## src/dfd_pkg.sv

```systemverilog
package dfd_pkg;

  localparam int WORD_W  = 32;
  localparam int INDEX_W = 4;
  localparam int BYTE_W  = 8;
  localparam int COUNT_W = 7;
  localparam int CC_W    = 5;

  localparam logic [COUNT_W-1:0] COUNT_MAX = 7'd127;
  localparam logic [CC_W-1:0]    CC_RESET  = 5'd12;

  // Tail bytes in arrival order: 00 00 80 7F.
  localparam logic [BYTE_W-1:0] TAIL_B0 = 8'h00;
  localparam logic [BYTE_W-1:0] TAIL_B1 = 8'h00;
  localparam logic [BYTE_W-1:0] TAIL_B2 = 8'h80;
  localparam logic [BYTE_W-1:0] TAIL_B3 = 8'h7F;

  // Contents of one output word cell.
  typedef struct packed {
    logic               valid;
    logic [INDEX_W-1:0] index;
    logic               last;
    logic [WORD_W-1:0]  word;
  } word_cell_t;

  // Status of the byte history toward the top level.
  typedef struct packed {
    logic frame_due;  // the next byte, if it closes a tail, emits a frame
    logic load;       // the accepted byte closed a tail that emits a frame
  } hist_status_t;

endpackage

```

## src/dfd_history.sv

```systemverilog
module dfd_history #(
  parameter int MAX_CHANNELS = 16,
  localparam int HistDepth = 4 * MAX_CHANNELS + 3
) (
  input  logic                                clk,
  input  logic                                rst,
  input  logic                                accept,
  input  logic [dfd_pkg::BYTE_W-1:0]          data_byte,
  input  logic [dfd_pkg::CC_W-1:0]            n_eff,
  output logic [dfd_pkg::BYTE_W-1:0]          hist [HistDepth],
  output dfd_pkg::hist_status_t               status
);

  logic [dfd_pkg::COUNT_W-1:0] count;
  logic [dfd_pkg::COUNT_W-1:0] count_inc;
  logic [dfd_pkg::COUNT_W-1:0] threshold;
  logic                        tail_match;

  // Byte cells: each takes its neighbor's byte on every accepted transaction.
  always_ff @(posedge clk) begin
    if (accept) begin
      hist[0] <= data_byte;
      for (int i = 1; i < HistDepth; i++) begin
        hist[i] <= hist[i-1];
      end
    end
  end

  assign count_inc = (count == dfd_pkg::COUNT_MAX) ? count : count + 7'd1;
  assign threshold = {n_eff, 2'b00} + 7'd4;

  assign tail_match = (count_inc >= 7'd4) &&
                      (hist[2] == dfd_pkg::TAIL_B0) &&
                      (hist[1] == dfd_pkg::TAIL_B1) &&
                      (hist[0] == dfd_pkg::TAIL_B2) &&
                      (data_byte == dfd_pkg::TAIL_B3);

  assign status.frame_due = (n_eff != '0) && (count_inc >= threshold);
  assign status.load      = accept && tail_match && status.frame_due;

  always_ff @(posedge clk) begin
    if (rst) begin
      count <= '0;
    end else if (accept) begin
      count <= tail_match ? '0 : count_inc;
    end
  end

endmodule

```

## src/dfd_word_cell.sv

```systemverilog
module dfd_word_cell (
  input  logic                 clk,
  input  logic                 rst,
  input  logic                 load,
  input  dfd_pkg::word_cell_t  load_cell,
  input  logic                 shift,
  input  dfd_pkg::word_cell_t  from_next,
  output dfd_pkg::word_cell_t  cell_q
);

  always_ff @(posedge clk) begin
    if (rst) begin
      cell_q <= '0;
    end else if (load) begin
      cell_q <= load_cell;
    end else if (shift) begin
      cell_q <= from_next;
    end
  end

endmodule

```

## src/tail_framed_float_deframer_unit.sv

```systemverilog
// The first word of a frame is valid in the cycle after the tail's last byte is taken.
// Unstalled throughput: one byte per cycle in; one channel word per cycle out of the chain.
// Input is stalled only while the chain still drains and the next byte could close a frame.
// Reset (rst, synchronous, active high) empties the chain, clears the byte count and
// restores channel_count to 12; the history bytes themselves are not cleared.
module tail_framed_float_deframer_unit #(
  parameter int MAX_CHANNELS = 16
) (
  input  logic                          clk,
  input  logic                          rst,
  input  logic                          cfg_valid,
  output logic                          cfg_ready,
  input  logic [dfd_pkg::CC_W-1:0]      cfg_data,
  input  logic                          in_valid,
  output logic                          in_stall,
  input  logic [dfd_pkg::BYTE_W-1:0]    data_byte,
  output logic                          out_valid,
  input  logic                          out_stall,
  output logic [dfd_pkg::WORD_W-1:0]    channel_word,
  output logic [dfd_pkg::INDEX_W-1:0]   channel_index,
  output logic                          last_word
);

  localparam int HistDepth = 4 * MAX_CHANNELS + 3;
  localparam int SlotIdxW  = (MAX_CHANNELS > 1) ? $clog2(MAX_CHANNELS) : 1;

  logic [dfd_pkg::CC_W-1:0]   channel_count;
  logic [dfd_pkg::CC_W-1:0]   n_eff;
  logic                       in_accept;
  logic                       out_shift;
  logic                       chain_busy;
  logic [dfd_pkg::BYTE_W-1:0] hist [HistDepth];
  dfd_pkg::hist_status_t      status;
  logic [dfd_pkg::WORD_W-1:0] slot_word [MAX_CHANNELS];
  dfd_pkg::word_cell_t        cells [MAX_CHANNELS];

  // Always writable, so the user must write the config register only while idle.
  assign cfg_ready = 1'b1;

  always_ff @(posedge clk) begin
    if (rst) begin
      channel_count <= dfd_pkg::CC_RESET;
    end else if (cfg_valid && cfg_ready) begin
      channel_count <= cfg_data;
    end
  end

  // Counts above the number of cells are clamped to the chain length.
  assign n_eff = (channel_count > 5'(MAX_CHANNELS)) ? 5'(MAX_CHANNELS) : channel_count;

  // The chain is busy while its head cell holds a word. A new frame can only be loaded
  // into an empty chain, so the input is held off when the next byte could close a frame.
  assign chain_busy = cells[0].valid;
  assign in_stall   = chain_busy && status.frame_due;
  assign in_accept  = in_valid && !in_stall;

  dfd_history #(
    .MAX_CHANNELS (MAX_CHANNELS)
  ) u_history (
    .clk       (clk),
    .rst       (rst),
    .accept    (in_accept),
    .data_byte (data_byte),
    .n_eff     (n_eff),
    .hist      (hist),
    .status    (status)
  );

  // Slot j holds the word that sits j+1 words before the tail. Positions refer to the
  // history before the tail byte shifts in, so each byte sits one place nearer the head.
  // The earliest byte of a word is its least significant byte.
  generate
    for (genvar j = 0; j < MAX_CHANNELS; j++) begin : g_slot
      assign slot_word[j] = {hist[4*j+3], hist[4*j+4], hist[4*j+5], hist[4*j+6]};
    end
  endgenerate

  assign out_shift = out_valid && !out_stall;

  // Word cell i receives channel i of the frame at load time and then hands its contents
  // to cell i-1 on every completed output transaction; cell 0 drives the output.
  generate
    for (genvar i = 0; i < MAX_CHANNELS; i++) begin : g_cell
      logic [dfd_pkg::CC_W-1:0] slot_idx;
      dfd_pkg::word_cell_t      load_cell;
      dfd_pkg::word_cell_t      from_next;

      assign slot_idx = n_eff - 5'(i) - 5'd1;

      always_comb begin
        load_cell.valid = (5'(i) < n_eff);
        load_cell.index = 4'(i);
        load_cell.last  = ((5'(i) + 5'd1) == n_eff);
        load_cell.word  = load_cell.valid ? slot_word[slot_idx[SlotIdxW-1:0]] : '0;
      end

      if (i == MAX_CHANNELS - 1) begin : g_end
        assign from_next = '0;
      end else begin : g_mid
        assign from_next = cells[i+1];
      end

      dfd_word_cell u_cell (
        .clk       (clk),
        .rst       (rst),
        .load      (status.load),
        .load_cell (load_cell),
        .shift     (out_shift),
        .from_next (from_next),
        .cell_q    (cells[i])
      );
    end
  endgenerate

  assign out_valid     = cells[0].valid;
  assign channel_word  = cells[0].word;
  assign channel_index = cells[0].index;
  assign last_word     = cells[0].last;

  // A frame is only ever loaded into an empty chain.
  assert property (@(posedge clk) disable iff (rst) status.load |-> !chain_busy)
    else $error("frame loaded while the word chain still holds words");

  // Loading a frame presents its first word in the next cycle.
  assert property (@(posedge clk) disable iff (rst) status.load |=> (out_valid && channel_index == '0))
    else $error("loaded frame does not present channel zero");

  // The input is held off only while the chain drains.
  assert property (@(posedge clk) disable iff (rst) in_stall |-> chain_busy)
    else $error("input stalled with an empty word chain");

  // Valid words stay packed toward the head of the chain.
  generate
    for (genvar a = 1; a < MAX_CHANNELS; a++) begin : g_pack_chk
      assert property (@(posedge clk) disable iff (rst) cells[a].valid |-> cells[a-1].valid)
        else $error("gap in the word chain");
    end
  endgenerate

endmodule

```

## config.mk

```make
export PLATFORM = sky130hd
export DESIGN_NAME = tail_framed_float_deframer_unit
export DESIGN_NICKNAME = d
export VERILOG_FILES = /design/src/dfd_pkg.sv /design/src/dfd_history.sv /design/src/dfd_word_cell.sv /design/src/tail_framed_float_deframer_unit.sv
export SDC_FILE = /design/constraint.sdc
export NUM_CORES = 2
export LEC_CHECK = 0
export ABC_CLOCK_PERIOD_IN_PS = 19100
export BUFFER_PORTS_ARGS = -buffer_cell sky130_fd_sc_hd__buf_4
export CAP_MARGIN = 15
export CORE_MARGIN = 5
export CORE_UTILIZATION = 41
export CTS_CLUSTER_DIAMETER = 40
export DETAILED_ROUTE_END_ITERATION = 12
export GPL_ROUTABILITY_DRIVEN = 0
export SYNTH_ARGS = -nofsm -noshare
export SYNTH_HDL_FRONTEND = slang
export SYNTH_SLANG_ARGS = --single-unit
export TNS_END_PERCENT = 1
```

## constraint.sdc

```tcl
create_clock -name clk -period 19.1 [get_ports clk]
set_clock_uncertainty 0.2 [all_clocks]
set_input_delay 1.91 -clock clk [delete_from_list [all_inputs] [get_ports clk]]
set_output_delay 1.91 -clock clk [all_outputs]
set_load 0.1 [all_outputs]
```

# Yosys cells after proc, flatten, opt, wreduce, memory -nomap -nowiden
# Cells that the tools add are included.
# totals
reg_bits	1156
inputBits	18
output_inout_bits	40
elab_cells	365
# classes
add_sub_neg	32
order_cmp	35
eq_ne	19
n_mux	99
bitwise	16
reduce_logical	17
# ops
cell	n
binary-select mux 32 bit (select 4 bit)	16
two-way mux 32 bit	48
two-way mux 38 bit	32
>= comparator 5 bit (second input constant)	16
inverter 4 -> 5 bit	16
subtractor 4 x 1 -> 4 bit (second input constant)	16
equality test 4 x 5 -> 1 bit (first input constant)	8
< comparator 4 x 5 -> 1 bit (first input constant)	8
subtractor 4 bit (second input constant)	8
equality test 3 x 5 -> 1 bit (first input constant)	4
< comparator 3 x 5 -> 1 bit (first input constant)	4
logical NOT 8 bit	2
subtractor 4 x 3 -> 4 bit (second input constant)	4
two-way mux 7 bit	2
equality test 2 x 5 -> 1 bit (first input constant)	2
logical AND 1 bit	10
< comparator 1 x 5 -> 1 bit (first input constant)	2
< comparator 2 x 5 -> 1 bit (first input constant)	2
equality test 8 x 7 -> 1 bit (second input constant)	1
equality test 8 bit (second input constant)	1
subtractor 4 x 2 -> 4 bit (second input constant)	2
adder 7 x 1 -> 7 bit (second input constant)	1
adder 7 x 3 -> 7 bit (second input constant)	1
equality test 7 bit (second input constant)	1
10 further kinds	11

# Depth between registers and ports, before layout
# logic_depth
depth_word	11
mapped_depth	21
depth_no_buf	15

# Modules after synthesis
# From an unflattened synthesis, not the netlist that was laid out.
# hier_totals
hier_cells	5726
area_unflattened_um2	70081.0
# modules_own_cells
module	n_inst	cells_per_inst	area_each_um2	seq_area_each_um2
dfd_word_cell	16	169	1861.8	760.7
tail_framed_float_deframer_unit	1	2387	23398.7	100.1
dfd_history	1	635	16893.7	16235.6

# Least setup slack after synthesis
# OpenSTA, ideal clock, no wires.
# synth_timing
path_type	register -> register
start	register channel_count[4] (netlist name)
end	register u_history.hist[0] (netlist name) (enable)
setup_time_ns	4.275
arrival_time_ns	13.202
required_ns	14.625
slack_ns	1.422
stages_incl_launch_ff	19
path_buffers	7
period_less_slack_ns	17.678
cell_sequence	dfxtp_1 > nand2b_1 > buf_2 > inv_2 > buf_4 > buf_4 > buf_2 > ha_1 > xnor2_1 > clkbuf_1 > buf_2 > ha_1 > nand3_1 > nor4b_1 > mux2_4 > o21ai_4 > buf_6 > o21ai_2 > clkinv_1
# synth_via
elab_chain_cells	8
elab_cells_between_ends	9
classes_between	1 x add/sub; 2 x order compare; 1 x mux; 5 x reduce/logical
# synth_lines
item	line	rtl
start: declaration	tail_framed_float_deframer_unit.sv:27	logic [dfd_pkg::CC_W-1:0] channel_count;
start signal: assignment	tail_framed_float_deframer_unit.sv:42	channel_count <= dfd_pkg::CC_RESET;
start signal: assignment	tail_framed_float_deframer_unit.sv:44	channel_count <= cfg_data;
> comparator 5 bit	tail_framed_float_deframer_unit.sv:49	assign n_eff = (channel_count > 5'(MAX_CHANNELS)) ? 5'(MAX_CHANNELS) : channel_count;
two-way mux 5 bit (*)	tail_framed_float_deframer_unit.sv:49	
adder 7 x 3 -> 7 bit	dfd_history.sv:30	assign threshold = {n_eff, 2'b00} + 7'd4;
>= comparator 7 bit	dfd_history.sv:38	assign status.frame_due = (n_eff != '0) && (count_inc >= threshold);
logical AND 1 bit (*)	dfd_history.sv:38	
logical AND 1 bit (*)	tail_framed_float_deframer_unit.sv:54	assign in_stall = chain_busy && status.frame_due;
logical NOT 1 bit (*)	tail_framed_float_deframer_unit.sv:55	assign in_accept = in_valid && !in_stall;
logical AND 1 bit (*)	tail_framed_float_deframer_unit.sv:55	
named net in_accept	tail_framed_float_deframer_unit.sv:29	logic in_accept;
end signal: indexed assignment	dfd_history.sv:24	hist[i] <= hist[i-1];
end: declaration	dfd_history.sv:10	output logic [dfd_pkg::BYTE_W-1:0] hist [HistDepth],
# Mark *: on every way through the listed nets, which the timed path passes. The rest lies on a longest branch.
# A chain may end at the register's enable or synchronous reset.

# Worst setup path in the final report
# layout_timing
start	register channel_count[4] (netlist name)
end	register u_history.hist[67] (netlist name) (enable)
# Same word-level chain as after synthesis.

==> impl.org <==
** STA
- Number of pins exceeding their max-slew limit in the final report :: 0
- For the pin with the worst max-slew slack, the measured transition is 1.23 ns.
- The worst path needs around 9.4 ns of the cycle, external delays included.
- Final Setup Violations :: 0
- Total negative setup slack :: 0 ns
- On the final layout, the worst hold slack is 0.240 ns.
- Derived from the worst setup path, the maximum achievable clock frequency is roughly 110 MHz.
- Dividing the final minimum period by the clock period gives 0.490.
- Across all setup checks in the final design, the least slack found is roughly 10 ns.
- Final Hold Viols :: 0
- Setup repair after global routing missed its margin :: false
- Normalized max-slew margin :: 0.179

** Run status
- The run finished with clean final reports.

** Drt
- After the first detailed-routing iteration, the DRC count stood at 7344.
- For this block, the routed nets add up to 223000 um of wire.
- Sum of routed wire segments on met1 :: 89700 um
- Mean number of vias per cell :: approximately 6.5
- Number of detailed-routing iterations run before antenna repair :: 6
- The detailed router placed 51500 vias in this run.
- Detailed routing placed a total of approximately 28000 um of wire on met3.
- In this run the remaining antenna-violating nets after routing total 0.
- In the detailed route, the total length drawn on met2 is slightly below 100000 um.
- Highest routing layer actually used :: met5
- Post-DR wirelength/cell :: 28.0 um
- DR DRC count :: 0

** GRT
- Antenna violations before repair :: 6
- Overflow left after global routing :: 0
- Entering global routing, the biggest net connects 226 pins.
- Total routing resource utilization after global routing :: 0.265
- The via count of the first global-routing pass is just under 50000.
- The first global-routing pass estimated 328000 um of wire.

** Placement
- DP HPWL :: between 100000 and 150000 um
- Port buffering added 56 buffers.
- Setup slack after placement :: 9.75 ns

** Die
- The die is a little over 400 um tall.
- The floorplan step defined a core boundary enclosing 0.156 sq mm.
- After floorplanning, the core was divided into between 100 and 150 placement rows.
- The floorplan step set the die width to 405 um.
- Die area :: roughly 0.16 sq mm
- For this configuration, the core starts out at a cell density of 0.411.
- # IOs :: between 50 and 60

** Worst setup path
- Crit start category :: flip-flop
- The worst setup path is captured at a flip-flop.
- WP data required :: 19.30 ns
- In this run the critical register-to-register path is launched from channel_count[4].
- The critical path starts at channel_count[4].
- Worst path arrival time :: about 9.6 ns
- Crit path max fanout :: 141
- The critical path in this run is classified as flip-flop to flip-flop.

** Yosys
- Number of distinct library cells after synthesis :: between 60 and 70
- Summing every instance area after synthesis gives 0.0639 sq mm.
- The share of synthesized area in the top cell type comes to 0.252.
- Number of enable-type register cells in the synthesized netlist :: around 540
- Net Count, Synth :: 6016
- Share of synthesized area occupied by flip-flops and latches :: 0.444
- Top cells by instance count after synthesis :: sky130_fd_sc_hd__mux2i_1, sky130_fd_sc_hd__nand2_1, sky130_fd_sc_hd__o21ai_0
- In this run, synthesis produced a sequential element count of 1149.
- Async set-or-reset flop fraction in the synthesized netlist :: 0
- Synthesized area divided by synthesized cell count :: ~11 sq um
- Post-synth top area cell :: sky130_fd_sc_hd__edfxtp_1
- Most repeated cell in the gate-level netlist after synthesis :: sky130_fd_sc_hd__mux2i_1
- Top flip-flop cell by instance count after synthesis :: sky130_fd_sc_hd__dfxtp_1
- Synthesis produced a netlist whose cell count is 5982.
- Number of synthesis warnings :: 0
- Leading post-synthesis cells by cell area :: sky130_fd_sc_hd__edfxtp_1, sky130_fd_sc_hd__dfxtp_1, sky130_fd_sc_hd__mux2i_1

** Cells and area
- Of the cells placed in the final design, the portion with a size suffix greater than 1 is 0.167.
- At the end of the flow, the number of nets in the layout was 5797.
- Fill cells in the final layout number approximately 14000.
- Relative to the synthesized area, the layout overhead comes to 12.6%.

** Clocking
- The clock reaches the later pin of the worst-skew pair after 0.82 ns.
- Hold repair after CTS inserted 0 buffers.
- The H-tree was split into 4 levels.
- Clock tree synthesis inserted a total of 179 buffers.
- TritonCTS built the clock tree.
- Post-CTS Repair Setup Buffers :: 0
- CTS clock-pin slew for the worst setup and hold paths :: 0.06 ns
- The longest clock path from root to sink contains 3 buffers.
- Sink Count :: 1149
- Post-cts gate resize count :: 0
- The tree is rooted in a sky130_fd_sc_hd__clkbuf_16.

** Pwr
- Summed over all cells, the static leakage comes to 26.1 nW.
- Tot Pwr :: 0.00724 W
- For this design the ratio of total power to cell area is 101 mW/mm^2.
- The worst-case IR drop observed on VDD is 0.0716 mV.

** Worst hold path
- In this run the worst hold path is classified as flip-flop to flip-flop.
- Worst Hold Launch :: u_history.hist[535]

** Run
- Count of maximum capacitance violations :: 0
==> worst max-delay path: stages (launching register included) <==
cell                       delay [ns]
sky130_fd_sc_hd__dfxtp_4         0.56
sky130_fd_sc_hd__inv_2           0.17
sky130_fd_sc_hd__nand2_4         0.45
sky130_fd_sc_hd__clkinv_2        0.80
sky130_fd_sc_hd__buf_4           0.58
sky130_fd_sc_hd__xnor2_2         0.25
sky130_fd_sc_hd__buf_12          0.54
sky130_fd_sc_hd__ha_1            0.35
sky130_fd_sc_hd__nand3_1         0.13
sky130_fd_sc_hd__nor4_1          0.07
sky130_fd_sc_hd__mux2_4          0.31
sky130_fd_sc_hd__o21ai_4         0.74
sky130_fd_sc_hd__o21ai_2         0.27
sky130_fd_sc_hd__inv_8           0.70
sky130_fd_sc_hd__buf_4           0.84
sky130_fd_sc_hd__buf_4           0.89
sky130_fd_sc_hd__buf_4           0.83
==> cells in the final DEF, fill, tap and decap left out, types with 22 or more instances in the layout <==
cell,Yosys,routed
sky130_fd_sc_hd__edfxtp_1,536,536
sky130_fd_sc_hd__dfxtp_1,613,611
sky130_fd_sc_hd__inv_6,0,32
sky130_fd_sc_hd__nand3_1,287,286
sky130_fd_sc_hd__o221a_2,25,25
sky130_fd_sc_hd__a32oi_1,23,23
sky130_fd_sc_hd__inv_8,0,24
sky130_fd_sc_hd__mux4_2,400,400
sky130_fd_sc_hd__o21ai_1,126,126
sky130_fd_sc_hd__nand2_1,881,880
sky130_fd_sc_hd__clkbuf_16,0,183
sky130_fd_sc_hd__mux2i_1,903,903
sky130_fd_sc_hd__nor2_1,166,163
sky130_fd_sc_hd__a21oi_1,493,492
sky130_fd_sc_hd__o21ai_0,622,622
sky130_fd_sc_hd__nor3_1,23,22
sky130_fd_sc_hd__buf_4,50,153
sky130_fd_sc_hd__a211oi_1,52,52
==> routing by layer <==
metal  vias up  track usage
met5         -            0
met4         2        0.102
met3       595       0.0737
met2      3247        0.390
met1     25500        0.373
li1      22100            -
==> final timing paths <==
| kind | depth (start not counted) | endpoint | slack [ns] |
|---|---|---|---|
| hold / removal | 0 | u_history.hist[527] | 0.24 |
| hold reg to reg | 0 | u_history.hist[527] | 0.24 |
| setup / recovery | 16 | u_history.hist[67] | 9.74 |
| setup reg to reg | 16 | u_history.hist[67] | 9.74 |
==> metrics by stage <==
| step | util | cells | cell area, sq um |
|---|---|---|---|
| floorplan | - | 5982 | 63900 |
| global placement | 0.421 | 7638 | 65600 |
| detailed placement | 0.421 | 7638 | 65600 |
| CTS | 0.462 | 7974 | 71900 |
| global route | 0.462 | 7976 | 71900 |
| finish | 0.462 | 7977 | 71900 |
==> flip-flops by register name (all words and copies together) (netlist names) <==
| register | cells |
|---|---|
| u_history.hist | 536 |
| u_history.count | 7 |
| g_cell.u_cell.cell_q | 601 |
| channel_count | 5 |
==> cells by family (layout without fill, tap and decap cells) <==
logic type	Yosys count	after routing	synth area share
compound gates	1480	1480	0.131
fa+ha+maj	16	16	0.00313
flops	1149	1149	0.444
xor+xnor	15	15	0.00217
mux	1310	1310	0.284
simple gates	1434	1434	0.0958
buf+inv	577	513	0.0402
other cells	1	2	0.0000587
==> layout make-up <==
class / instances / area, sq um / area share
timing repair buffer: 162 / 1320 / 0.0184
antenna: 1 / 2.50 / 0.0000348
inverter: 15 / 85.1 / 0.00118
clock buffer: 197 / 4670 / 0.0649
tap: 2058 / 2570 / 0.0358
multi-input combinational: 4256 / 33300 / 0.462
clock inverter: 139 / 1650 / 0.0229
sequential: 1149 / 28400 / 0.394
==> power by group <==
part	leakage [nW]	internal [W]	switching (W)
clock	3.04	0.00207	0.00134
combinational	13.2	0.000418	0.000718
sequential	9.77	0.00263	0.0000661
total	26.1	0.00512	0.00213
(Power assumes the default switching activity.)
